## config.mk

```make
export PLATFORM = sky130hd
export DESIGN_NAME = sorted_fraction_priority_queue
export DESIGN_NICKNAME = d
export VERILOG_FILES = /design/src/design/sfpq_pkg.sv /design/src/design/sfpq_ram.sv /design/src/design/sfpq_cmp.sv /design/src/design/sorted_fraction_priority_queue.sv
export SDC_FILE = /design/constraint.sdc
export NUM_CORES = 2
export LEC_CHECK = 0
export ABC_AREA = 1
export BUFFER_PORTS_ARGS = -buffer_cell sky130_fd_sc_hd__buf_2
export CAP_MARGIN = 30
export CELL_PAD_IN_SITES_DETAIL_PLACEMENT = 1
export CELL_PAD_IN_SITES_GLOBAL_PLACEMENT = 1
export CORE_MARGIN = 1.5
export CORE_UTILIZATION = 47
export DETAILED_ROUTE_END_ITERATION = 10
export HOLD_SLACK_MARGIN = 0.08
export MAX_ROUTING_LAYER = met4
export PLACE_DENSITY = 0.82
export SETUP_SLACK_MARGIN = 0.4
export SLEW_MARGIN = 20
export SYNTH_ARGS = -nofsm -noshare
export SYNTH_HDL_FRONTEND = slang
export SYNTH_SLANG_ARGS = --single-unit
```

## constraint.sdc

```tcl
create_clock -name i_clk -period 5.45 [get_ports i_clk]
set_input_delay 0.2725 -clock i_clk [delete_from_list [all_inputs] [get_ports i_clk]]
set_output_delay 0.2725 -clock i_clk [all_outputs]
set_load 0.05 [all_outputs]
```

## src/design/sfpq_pkg.sv

```systemverilog
// Shared constants, codes, state type and index helper for the sorted fraction queue.
// Depends on nothing; imported by sfpq_cmp and the top level.
`default_nettype none

package sfpq_pkg;

    localparam int DEPTH      = 16;
    localparam int AW         = (DEPTH > 1) ? $clog2(DEPTH) : 1;
    localparam int CW         = $clog2(DEPTH + 1);
    localparam int NUM_W      = 16;
    localparam int DEN_W      = 15;
    localparam int ENT_W      = NUM_W + DEN_W;
    localparam int PROD_W     = NUM_W + DEN_W + 1;
    localparam int ST_W       = 2;
    localparam int OCC_W      = 5;
    localparam int IN_TDATA_W  = ((ENT_W + 7) / 8) * 8;
    localparam int OUT_DATA_W  = NUM_W + DEN_W + OCC_W;
    localparam int OUT_TDATA_W = ((OUT_DATA_W + 7) / 8) * 8;
    localparam int OUT_PAD_W   = OUT_TDATA_W - OUT_DATA_W;

    localparam logic CMD_PUSH = 1'b0;
    localparam logic CMD_POP  = 1'b1;

    localparam logic [ST_W-1:0] ST_OK    = 2'd0;
    localparam logic [ST_W-1:0] ST_FULL  = 2'd1;
    localparam logic [ST_W-1:0] ST_EMPTY = 2'd2;

    typedef enum logic [3:0] {
        S_IDLE,
        S_RD,
        S_MUL,
        S_CMP,
        S_SRD,
        S_SWR,
        S_WNEW,
        S_POPD,
        S_FIN
    } t_state;

    // physical slot of a logical index behind the head of the ring
    function automatic logic [AW-1:0] wrap_add(input logic [AW-1:0] base,
                                               input logic [AW-1:0] idx);
        logic [AW:0] sum;
        sum = {1'b0, base} + {1'b0, idx};
        if (sum >= (AW+1)'(DEPTH)) begin
            sum = sum - (AW+1)'(DEPTH);
        end
        return sum[AW-1:0];
    endfunction

endpackage

`default_nettype wire

```

## src/design/sfpq_ram.sv

```systemverilog
// Generic single-write, single-read RAM with registered read data.
// Stands alone; used for the entry store of the fraction queue.
`default_nettype none

module sfpq_ram #(
    parameter int P_WIDTH = 8,
    parameter int P_DEPTH = 16
) (
    input  logic                                        i_clk,
    input  logic                                        i_we,
    input  logic [((P_DEPTH > 1) ? $clog2(P_DEPTH) : 1)-1:0] i_waddr,
    input  logic [P_WIDTH-1:0]                          i_wdata,
    input  logic [((P_DEPTH > 1) ? $clog2(P_DEPTH) : 1)-1:0] i_raddr,
    output logic [P_WIDTH-1:0]                          o_rdata
);

    logic [P_WIDTH-1:0] r_mem [P_DEPTH];
    logic [P_WIDTH-1:0] r_rdata;

    always_ff @(posedge i_clk) begin
        if (i_we) begin
            r_mem[i_waddr] <= i_wdata;
        end
        r_rdata <= r_mem[i_raddr];
    end

    assign o_rdata = r_rdata;

endmodule

`default_nettype wire

```

## src/design/sfpq_cmp.sv

```systemverilog
// Shared cross-product comparator: registers both products, then compares them.
// Depends on sfpq_pkg.
`default_nettype none

module sfpq_cmp (
    input  logic                                 i_clk,
    input  logic                                 i_load,
    input  logic signed [sfpq_pkg::NUM_W-1:0]    i_ent_num,
    input  logic        [sfpq_pkg::DEN_W-1:0]    i_ent_den,
    input  logic signed [sfpq_pkg::NUM_W-1:0]    i_new_num,
    input  logic        [sfpq_pkg::DEN_W-1:0]    i_new_den,
    output logic                                 o_greater
);
    import sfpq_pkg::*;

    logic signed [DEN_W:0]    ent_den_s;
    logic signed [DEN_W:0]    new_den_s;
    logic signed [PROD_W-1:0] r_lhs;
    logic signed [PROD_W-1:0] r_rhs;

    assign ent_den_s = {1'b0, i_ent_den};
    assign new_den_s = {1'b0, i_new_den};

    always_ff @(posedge i_clk) begin
        if (i_load) begin
            r_lhs <= i_ent_num * new_den_s;
            r_rhs <= i_new_num * ent_den_s;
        end
    end

    assign o_greater = (r_lhs > r_rhs);

endmodule

`default_nettype wire

```

## src/design/sorted_fraction_priority_queue.sv

```systemverilog
// Top level of the sorted fraction queue: sequencer, ring pointers and output register.
// Depends on sfpq_pkg, sfpq_ram and sfpq_cmp.
//
//  channel  | dir | tdata (low bit up)                          | tuser
//  ---------+-----+---------------------------------------------+------------------
//  s_axis   | in  | numerator[15:0], denominator[30:16], pad     | command
//  m_axis   | out | out_numerator, out_denominator, occupancy   | status
//
//  Push on an empty store writes the entry directly; otherwise it reads, multiplies and
//  compares each entry from the front, then moves each entry from the first greater one
//  on one slot back by a read and a write; pop reads the head entry; a full push or
//  empty pop just finishes. The single RAM read port and one comparator make this serial.
//  Reset clears count, head and output valid; the entry RAM needs no clearing pass.
//  A result waits in the output register; a new request is taken meanwhile and stalls
//  only in its own final state until that register frees.
`default_nettype none

module sorted_fraction_priority_queue (
    input  logic                                i_clk,
    input  logic                                i_rst_n,
    input  logic                                s_axis_tvalid,
    output logic                                s_axis_tready,
    // numerator, denominator, zero pad
    input  logic [sfpq_pkg::IN_TDATA_W-1:0]     s_axis_tdata,
    // command
    input  logic [0:0]                          s_axis_tuser,
    output logic                                m_axis_tvalid,
    input  logic                                m_axis_tready,
    // out_numerator, out_denominator, occupancy, zero pad
    output logic [sfpq_pkg::OUT_TDATA_W-1:0]    m_axis_tdata,
    // status
    output logic [sfpq_pkg::ST_W-1:0]           m_axis_tuser
);
    import sfpq_pkg::*;

    t_state                   r_state;
    t_state                   n_state;
    logic [CW-1:0]            r_count;
    logic [AW-1:0]            r_head;
    logic [AW-1:0]            r_k;
    logic [AW-1:0]            r_j;
    logic                     r_cmd;
    logic signed [NUM_W-1:0]  r_num;
    logic [DEN_W-1:0]         r_den;
    logic signed [NUM_W-1:0]  r_res_num;
    logic [DEN_W-1:0]         r_res_den;
    logic [ST_W-1:0]          r_res_st;
    logic                     r_o_valid;
    logic signed [NUM_W-1:0]  r_o_num;
    logic [DEN_W-1:0]         r_o_den;
    logic [ST_W-1:0]          r_o_st;
    logic [OCC_W-1:0]         r_o_occ;

    logic                     accept;
    logic                     slot_free;
    logic                     in_cmd;
    logic signed [NUM_W-1:0]  in_num;
    logic [DEN_W-1:0]         in_den;
    logic                     is_full;
    logic                     is_empty;
    logic                     scan_last;
    logic                     shift_last;

    logic                     ram_we;
    logic [AW-1:0]            ram_waddr;
    logic [ENT_W-1:0]         ram_wdata;
    logic [AW-1:0]            ram_raddr;
    logic [ENT_W-1:0]         ram_rdata;
    logic signed [NUM_W-1:0]  rd_num;
    logic [DEN_W-1:0]         rd_den;
    logic                     cmp_load;
    logic                     cmp_greater;

    assign in_cmd     = s_axis_tuser[0];
    assign in_num     = s_axis_tdata[NUM_W-1:0];
    assign in_den     = s_axis_tdata[ENT_W-1:NUM_W];
    assign accept     = s_axis_tvalid & s_axis_tready;
    assign slot_free  = ~r_o_valid | m_axis_tready;
    assign is_full    = (r_count == CW'(DEPTH));
    assign is_empty   = (r_count == '0);
    assign scan_last  = ((CW'(r_k) + CW'(1)) == r_count);
    assign shift_last = ((r_j - AW'(1)) == r_k);
    assign rd_num     = ram_rdata[NUM_W-1:0];
    assign rd_den     = ram_rdata[ENT_W-1:NUM_W];

    sfpq_ram #(
        .P_WIDTH (ENT_W),
        .P_DEPTH (DEPTH)
    ) u_ram (
        .i_clk   (i_clk),
        .i_we    (ram_we),
        .i_waddr (ram_waddr),
        .i_wdata (ram_wdata),
        .i_raddr (ram_raddr),
        .o_rdata (ram_rdata)
    );

    sfpq_cmp u_cmp (
        .i_clk     (i_clk),
        .i_load    (cmp_load),
        .i_ent_num (rd_num),
        .i_ent_den (rd_den),
        .i_new_num (r_num),
        .i_new_den (r_den),
        .o_greater (cmp_greater)
    );

    always_comb begin
        n_state = r_state;
        case (r_state)
            S_IDLE: begin
                if (accept) begin
                    if (in_cmd == CMD_PUSH) begin
                        if (is_full) begin
                            n_state = S_FIN;
                        end else if (is_empty) begin
                            n_state = S_WNEW;
                        end else begin
                            n_state = S_RD;
                        end
                    end else begin
                        n_state = is_empty ? S_FIN : S_RD;
                    end
                end
            end
            S_RD:   n_state = (r_cmd == CMD_POP) ? S_POPD : S_MUL;
            S_MUL:  n_state = S_CMP;
            S_CMP: begin
                if (cmp_greater) begin
                    n_state = S_SRD;
                end else begin
                    n_state = scan_last ? S_WNEW : S_RD;
                end
            end
            S_SRD:  n_state = S_SWR;
            S_SWR:  n_state = shift_last ? S_WNEW : S_SRD;
            S_WNEW: n_state = S_FIN;
            S_POPD: n_state = S_FIN;
            S_FIN:  n_state = slot_free ? S_IDLE : S_FIN;
            default: n_state = S_IDLE;
        endcase
    end

    always_comb begin
        s_axis_tready = 1'b0;
        ram_we        = 1'b0;
        ram_waddr     = wrap_add(r_head, r_k);
        ram_wdata     = {r_den, r_num};
        ram_raddr     = r_head;
        cmp_load      = 1'b0;
        case (r_state)
            S_IDLE: s_axis_tready = 1'b1;
            S_RD:   ram_raddr = wrap_add(r_head, r_k);
            S_MUL:  cmp_load = 1'b1;
            S_SRD:  ram_raddr = wrap_add(r_head, r_j - AW'(1));
            S_SWR: begin
                // move the entry one slot back
                ram_we    = 1'b1;
                ram_waddr = wrap_add(r_head, r_j);
                ram_wdata = ram_rdata;
            end
            S_WNEW: ram_we = 1'b1;
            default: ;
        endcase
    end

    always_ff @(posedge i_clk) begin
        if (!i_rst_n) begin
            r_state   <= S_IDLE;
            r_count   <= '0;
            r_head    <= '0;
            r_o_valid <= 1'b0;
        end else begin
            r_state <= n_state;
            if (r_state == S_FIN && slot_free) begin
                r_o_valid <= 1'b1;
            end else if (r_o_valid && m_axis_tready) begin
                r_o_valid <= 1'b0;
            end
            case (r_state)
                S_WNEW: r_count <= r_count + CW'(1);
                S_POPD: begin
                    r_head  <= wrap_add(r_head, AW'(1));
                    r_count <= r_count - CW'(1);
                end
                default: ;
            endcase
        end
    end

    always_ff @(posedge i_clk) begin
        case (r_state)
            S_IDLE: begin
                if (accept) begin
                    r_cmd     <= in_cmd;
                    r_num     <= in_num;
                    r_den     <= in_den;
                    r_k       <= '0;
                    r_j       <= r_count[AW-1:0];
                    r_res_num <= '0;
                    r_res_den <= '0;
                    if (in_cmd == CMD_PUSH) begin
                        r_res_st <= is_full ? ST_FULL : ST_OK;
                    end else begin
                        r_res_st <= is_empty ? ST_EMPTY : ST_OK;
                    end
                end
            end
            S_CMP: begin
                if (!cmp_greater) begin
                    r_k <= r_k + AW'(1);
                end
            end
            S_SWR: r_j <= r_j - AW'(1);
            S_POPD: begin
                r_res_num <= rd_num;
                r_res_den <= rd_den;
            end
            S_FIN: begin
                if (slot_free) begin
                    r_o_num <= r_res_num;
                    r_o_den <= r_res_den;
                    r_o_st  <= r_res_st;
                    r_o_occ <= OCC_W'(r_count);
                end
            end
            default: ;
        endcase
    end

    assign m_axis_tvalid = r_o_valid;
    assign m_axis_tdata  = {{OUT_PAD_W{1'b0}}, r_o_occ, r_o_den, r_o_num};
    assign m_axis_tuser  = r_o_st;

endmodule

`default_nettype wire
```

==> flow_summary.toml <==
[drt]
antenna_left = 0
via_per_inst = 6.34
drt-pass1-iter-count = 6
via_count = 42200
routed_wl_mm = 225
drcViolationCount = 0
drt_iter0_markers = 5840
drt-wirelength-per-cell_um = 33.7

[floorplan]
die_h_um = 324
start_util_pct = 47.5
die_w_um = 324
dieArea_um2 = 105000
io_pins = 81
core_um2 = 102000
rows = 117

[critical_path]
required_ns = 5.86
startpoint_type = "flip-flop"
critPathBufInv = 5
crit_chain = "buf_4, buf_4, nand2_1, fa_1, fa_2, fa_2, fa_1, inv_1, fa_1, fa_1, ha_4, a21o_1, a31oi_4, o21ai_2, buf_4, a21oi_2, buf_4, xnor2_1"
path_class = "flip-flop to flip-flop"
critPathMaxFanout = 5
cp_slowest_stage_delay_ns = 0.68
endpoint_kind = "flip-flop"
slowest_stage = "fa_2"
cp_top_family = "adder cells"
crit_arrival_ns = 6.92

[logic_synthesis]
ys_types = 45
postSynthAreaPerCell_um2 = 10.1
syn_inst = 4815
ys_top_cells_by_area = "edfxtp_1, fa_1, inv_1"
syn_area_um2 = 48500
synthFlopType = "edfxtp_1"
yosysWarnings = 0
synth_edf_count = 671
seq_area_frac_synth_pct = 43.4
synth.top_cell.area_share_pct = 41.6
synth-seq-cells = 716
async_flop_share_pct = 0
yosysTopAreaCell = "edfxtp_1"

[global_route]
antenna_found_initial = 22
grt_max_degree = 272
use_met2_pct = 57.0
grt_use_total_pct = 34.7
grt.busiest_layer = "met2"
grtUsageMet3_pct = 6.21
grtUsageMet1_pct = 38.9
grt-ovfl-total = 0
grt_pass1_vias = 42800
grt_pass1_wl_mm = 261

[cells_and_area]
finalNonFillerCells = 6661
fillers = 10800
area_delta_synth_final_pct = 22.4
fin_util_pct = 58.1
nNetsFinal = 5928
layout-drive-gt1-share_pct = 21.5
final_common_cell = "inv_1"
final_cell_mix = "inv_1, nand2_1, edfxtp_1"

[clock_tree]
cts_max_level = 3
cts_tree = "done"
clock_tree.root_cell = "clkbuf_16"
cts.sinks = 716
path_clk_slew_ns = 0.07
numCtsBuffers = 78
insertion_delay_ns = 0.72
cts.path.max_buffers = 3

[sta]
finalSetupViolations = 43
skew_ns = 0.0574
max_slew.worst_pin.slew_ns = 1.20
fin_ws_ns = -1.06
worst_hold_slack_ns = 0.178
finalCritPeriodShare_pct = 119
rsz0062_at_grt = "yes"
slew_violations = 0
report.final.hold_viol_count = 0
relSlewSlack_pct = 19.7
fmax_mhz = 154
min_period_ns = 6.51

[run_status]
violations = "setup timing"
status = "finished with violations"

[placed_design]
port_buffers = 75
dp.cells = 6309
dp_hpwl_mm = 107
gp_congestion = 0.893

[min_path]
hold_path.class = "input pin to flip-flop"

[flow_run]
drv_cap = 0
==> registers in the layout (all words and copies together) (netlist names), 16 cells and up <==
| name | cells |
|---|---|
| u_ram.r_mem | 496 |
| u_cmp.r_lhs | 32 |
| u_cmp.r_rhs | 32 |
| u_ram.o_rdata | 31 |
| r_num | 16 |
| r_o_num | 16 |
| r_res_num | 16 |
==> path summary, 6_finish.rpt <==
| path | slack, ns | startpoint | end | cells past startpoint |
|---|---|---|---|---|
| max | -1.06 | r_den[2] | u_cmp.r_lhs[18] | 18 |
| max reg2reg | -1.06 | r_den[2] | u_cmp.r_lhs[18] | 18 |
| min reg2reg | 0.43 | r_res_num[4] | r_o_num[4] | 0 |
| min | 0.18 | s_axis_tvalid | r_state[1] | 3 |
==> stage by stage <==
step | setup TNS (ns) | worst slack, ns | instance area, um2
6_report | -30.69 | -1.06 | 59300
5_1_grt | -31.67 | -1.12 | 59300
4_1_cts | -0.205 | -0.0642 | 57700
3_5_place_dp | -5.08 | -0.300 | 53200
3_3_place_gp | -0.0742 | -0.0416 | 53200
2_1_floorplan | 0 | 0.249 | 49700
==> cells by family (layout without fill, tap and decap cells) <==
family | count (synthesis) | count (layout) | share of synthesized area, %
XOR/XNOR | 90 | 90 | 1.63
buffers and inverters | 1446 | 1876 | 11.4
flip-flops | 716 | 716 | 43.4
AND/OR/NAND/NOR | 1255 | 1255 | 10.5
other | 1 | 49 | 0.00774
AO/OA/AOI/OAI | 600 | 600 | 7.10
adder cells (fa/ha/maj) | 707 | 707 | 25.9
==> routing by layer <==
layer	vias up	share of wire, %
met5	-	0
met3	1966	13
met2	3864	44
met1	20500	31
met4	0	12
li1	15800	-
==> cell type report <==
cell class | instances | area, um2 | area share, %
clock inverter | 42 | 410 | 0.692
multi-input combinational | 2656 | 24400 | 41.1
sequential | 716 | 21100 | 35.5
antenna | 45 | 113 | 0.190
inverter | 1208 | 4560 | 7.69
tap | 1368 | 1710 | 2.89
timing repair buffer | 524 | 4980 | 8.40
clock buffer | 102 | 2110 | 3.56
==> synth_stat cells, types with 14 or more instances <==
cell and count:
a21oi_1 222, buf_2 59, clkbuf_1 165, dfxtp_1 45, edfxtp_1 671, fa_1 496
ha_1 211, inv_1 1202, nand2_1 857, nand3_1 224, nor2_1 137, nor3_1 14
o211ai_1 128, o21ai_0 166, o21ai_1 42, xnor2_1 37, xor2_1 53
==> repair_timing <==
item / in CTS / in global routing
buffers inserted: 58 / 64
gates cloned: 5 / 1
gates resized for setup: 276 / 272
pin swaps: 90 / 133
endpoints found under the setup margin: 46 / 46
hold endpoints to repair: 47 / 0
hold buffers: 34 / 0
==> tightest hold or removal path, delay by kind of cell <==
family / cells / cell delay (ns)
AO/OA/AOI/OAI: 2 / 0.45
buffers and inverters: 1 / 0.10
Power is left out: the tool's default activity adds up to more than one toggle a clock period on the data nets, which glitch-free logic cannot reach.
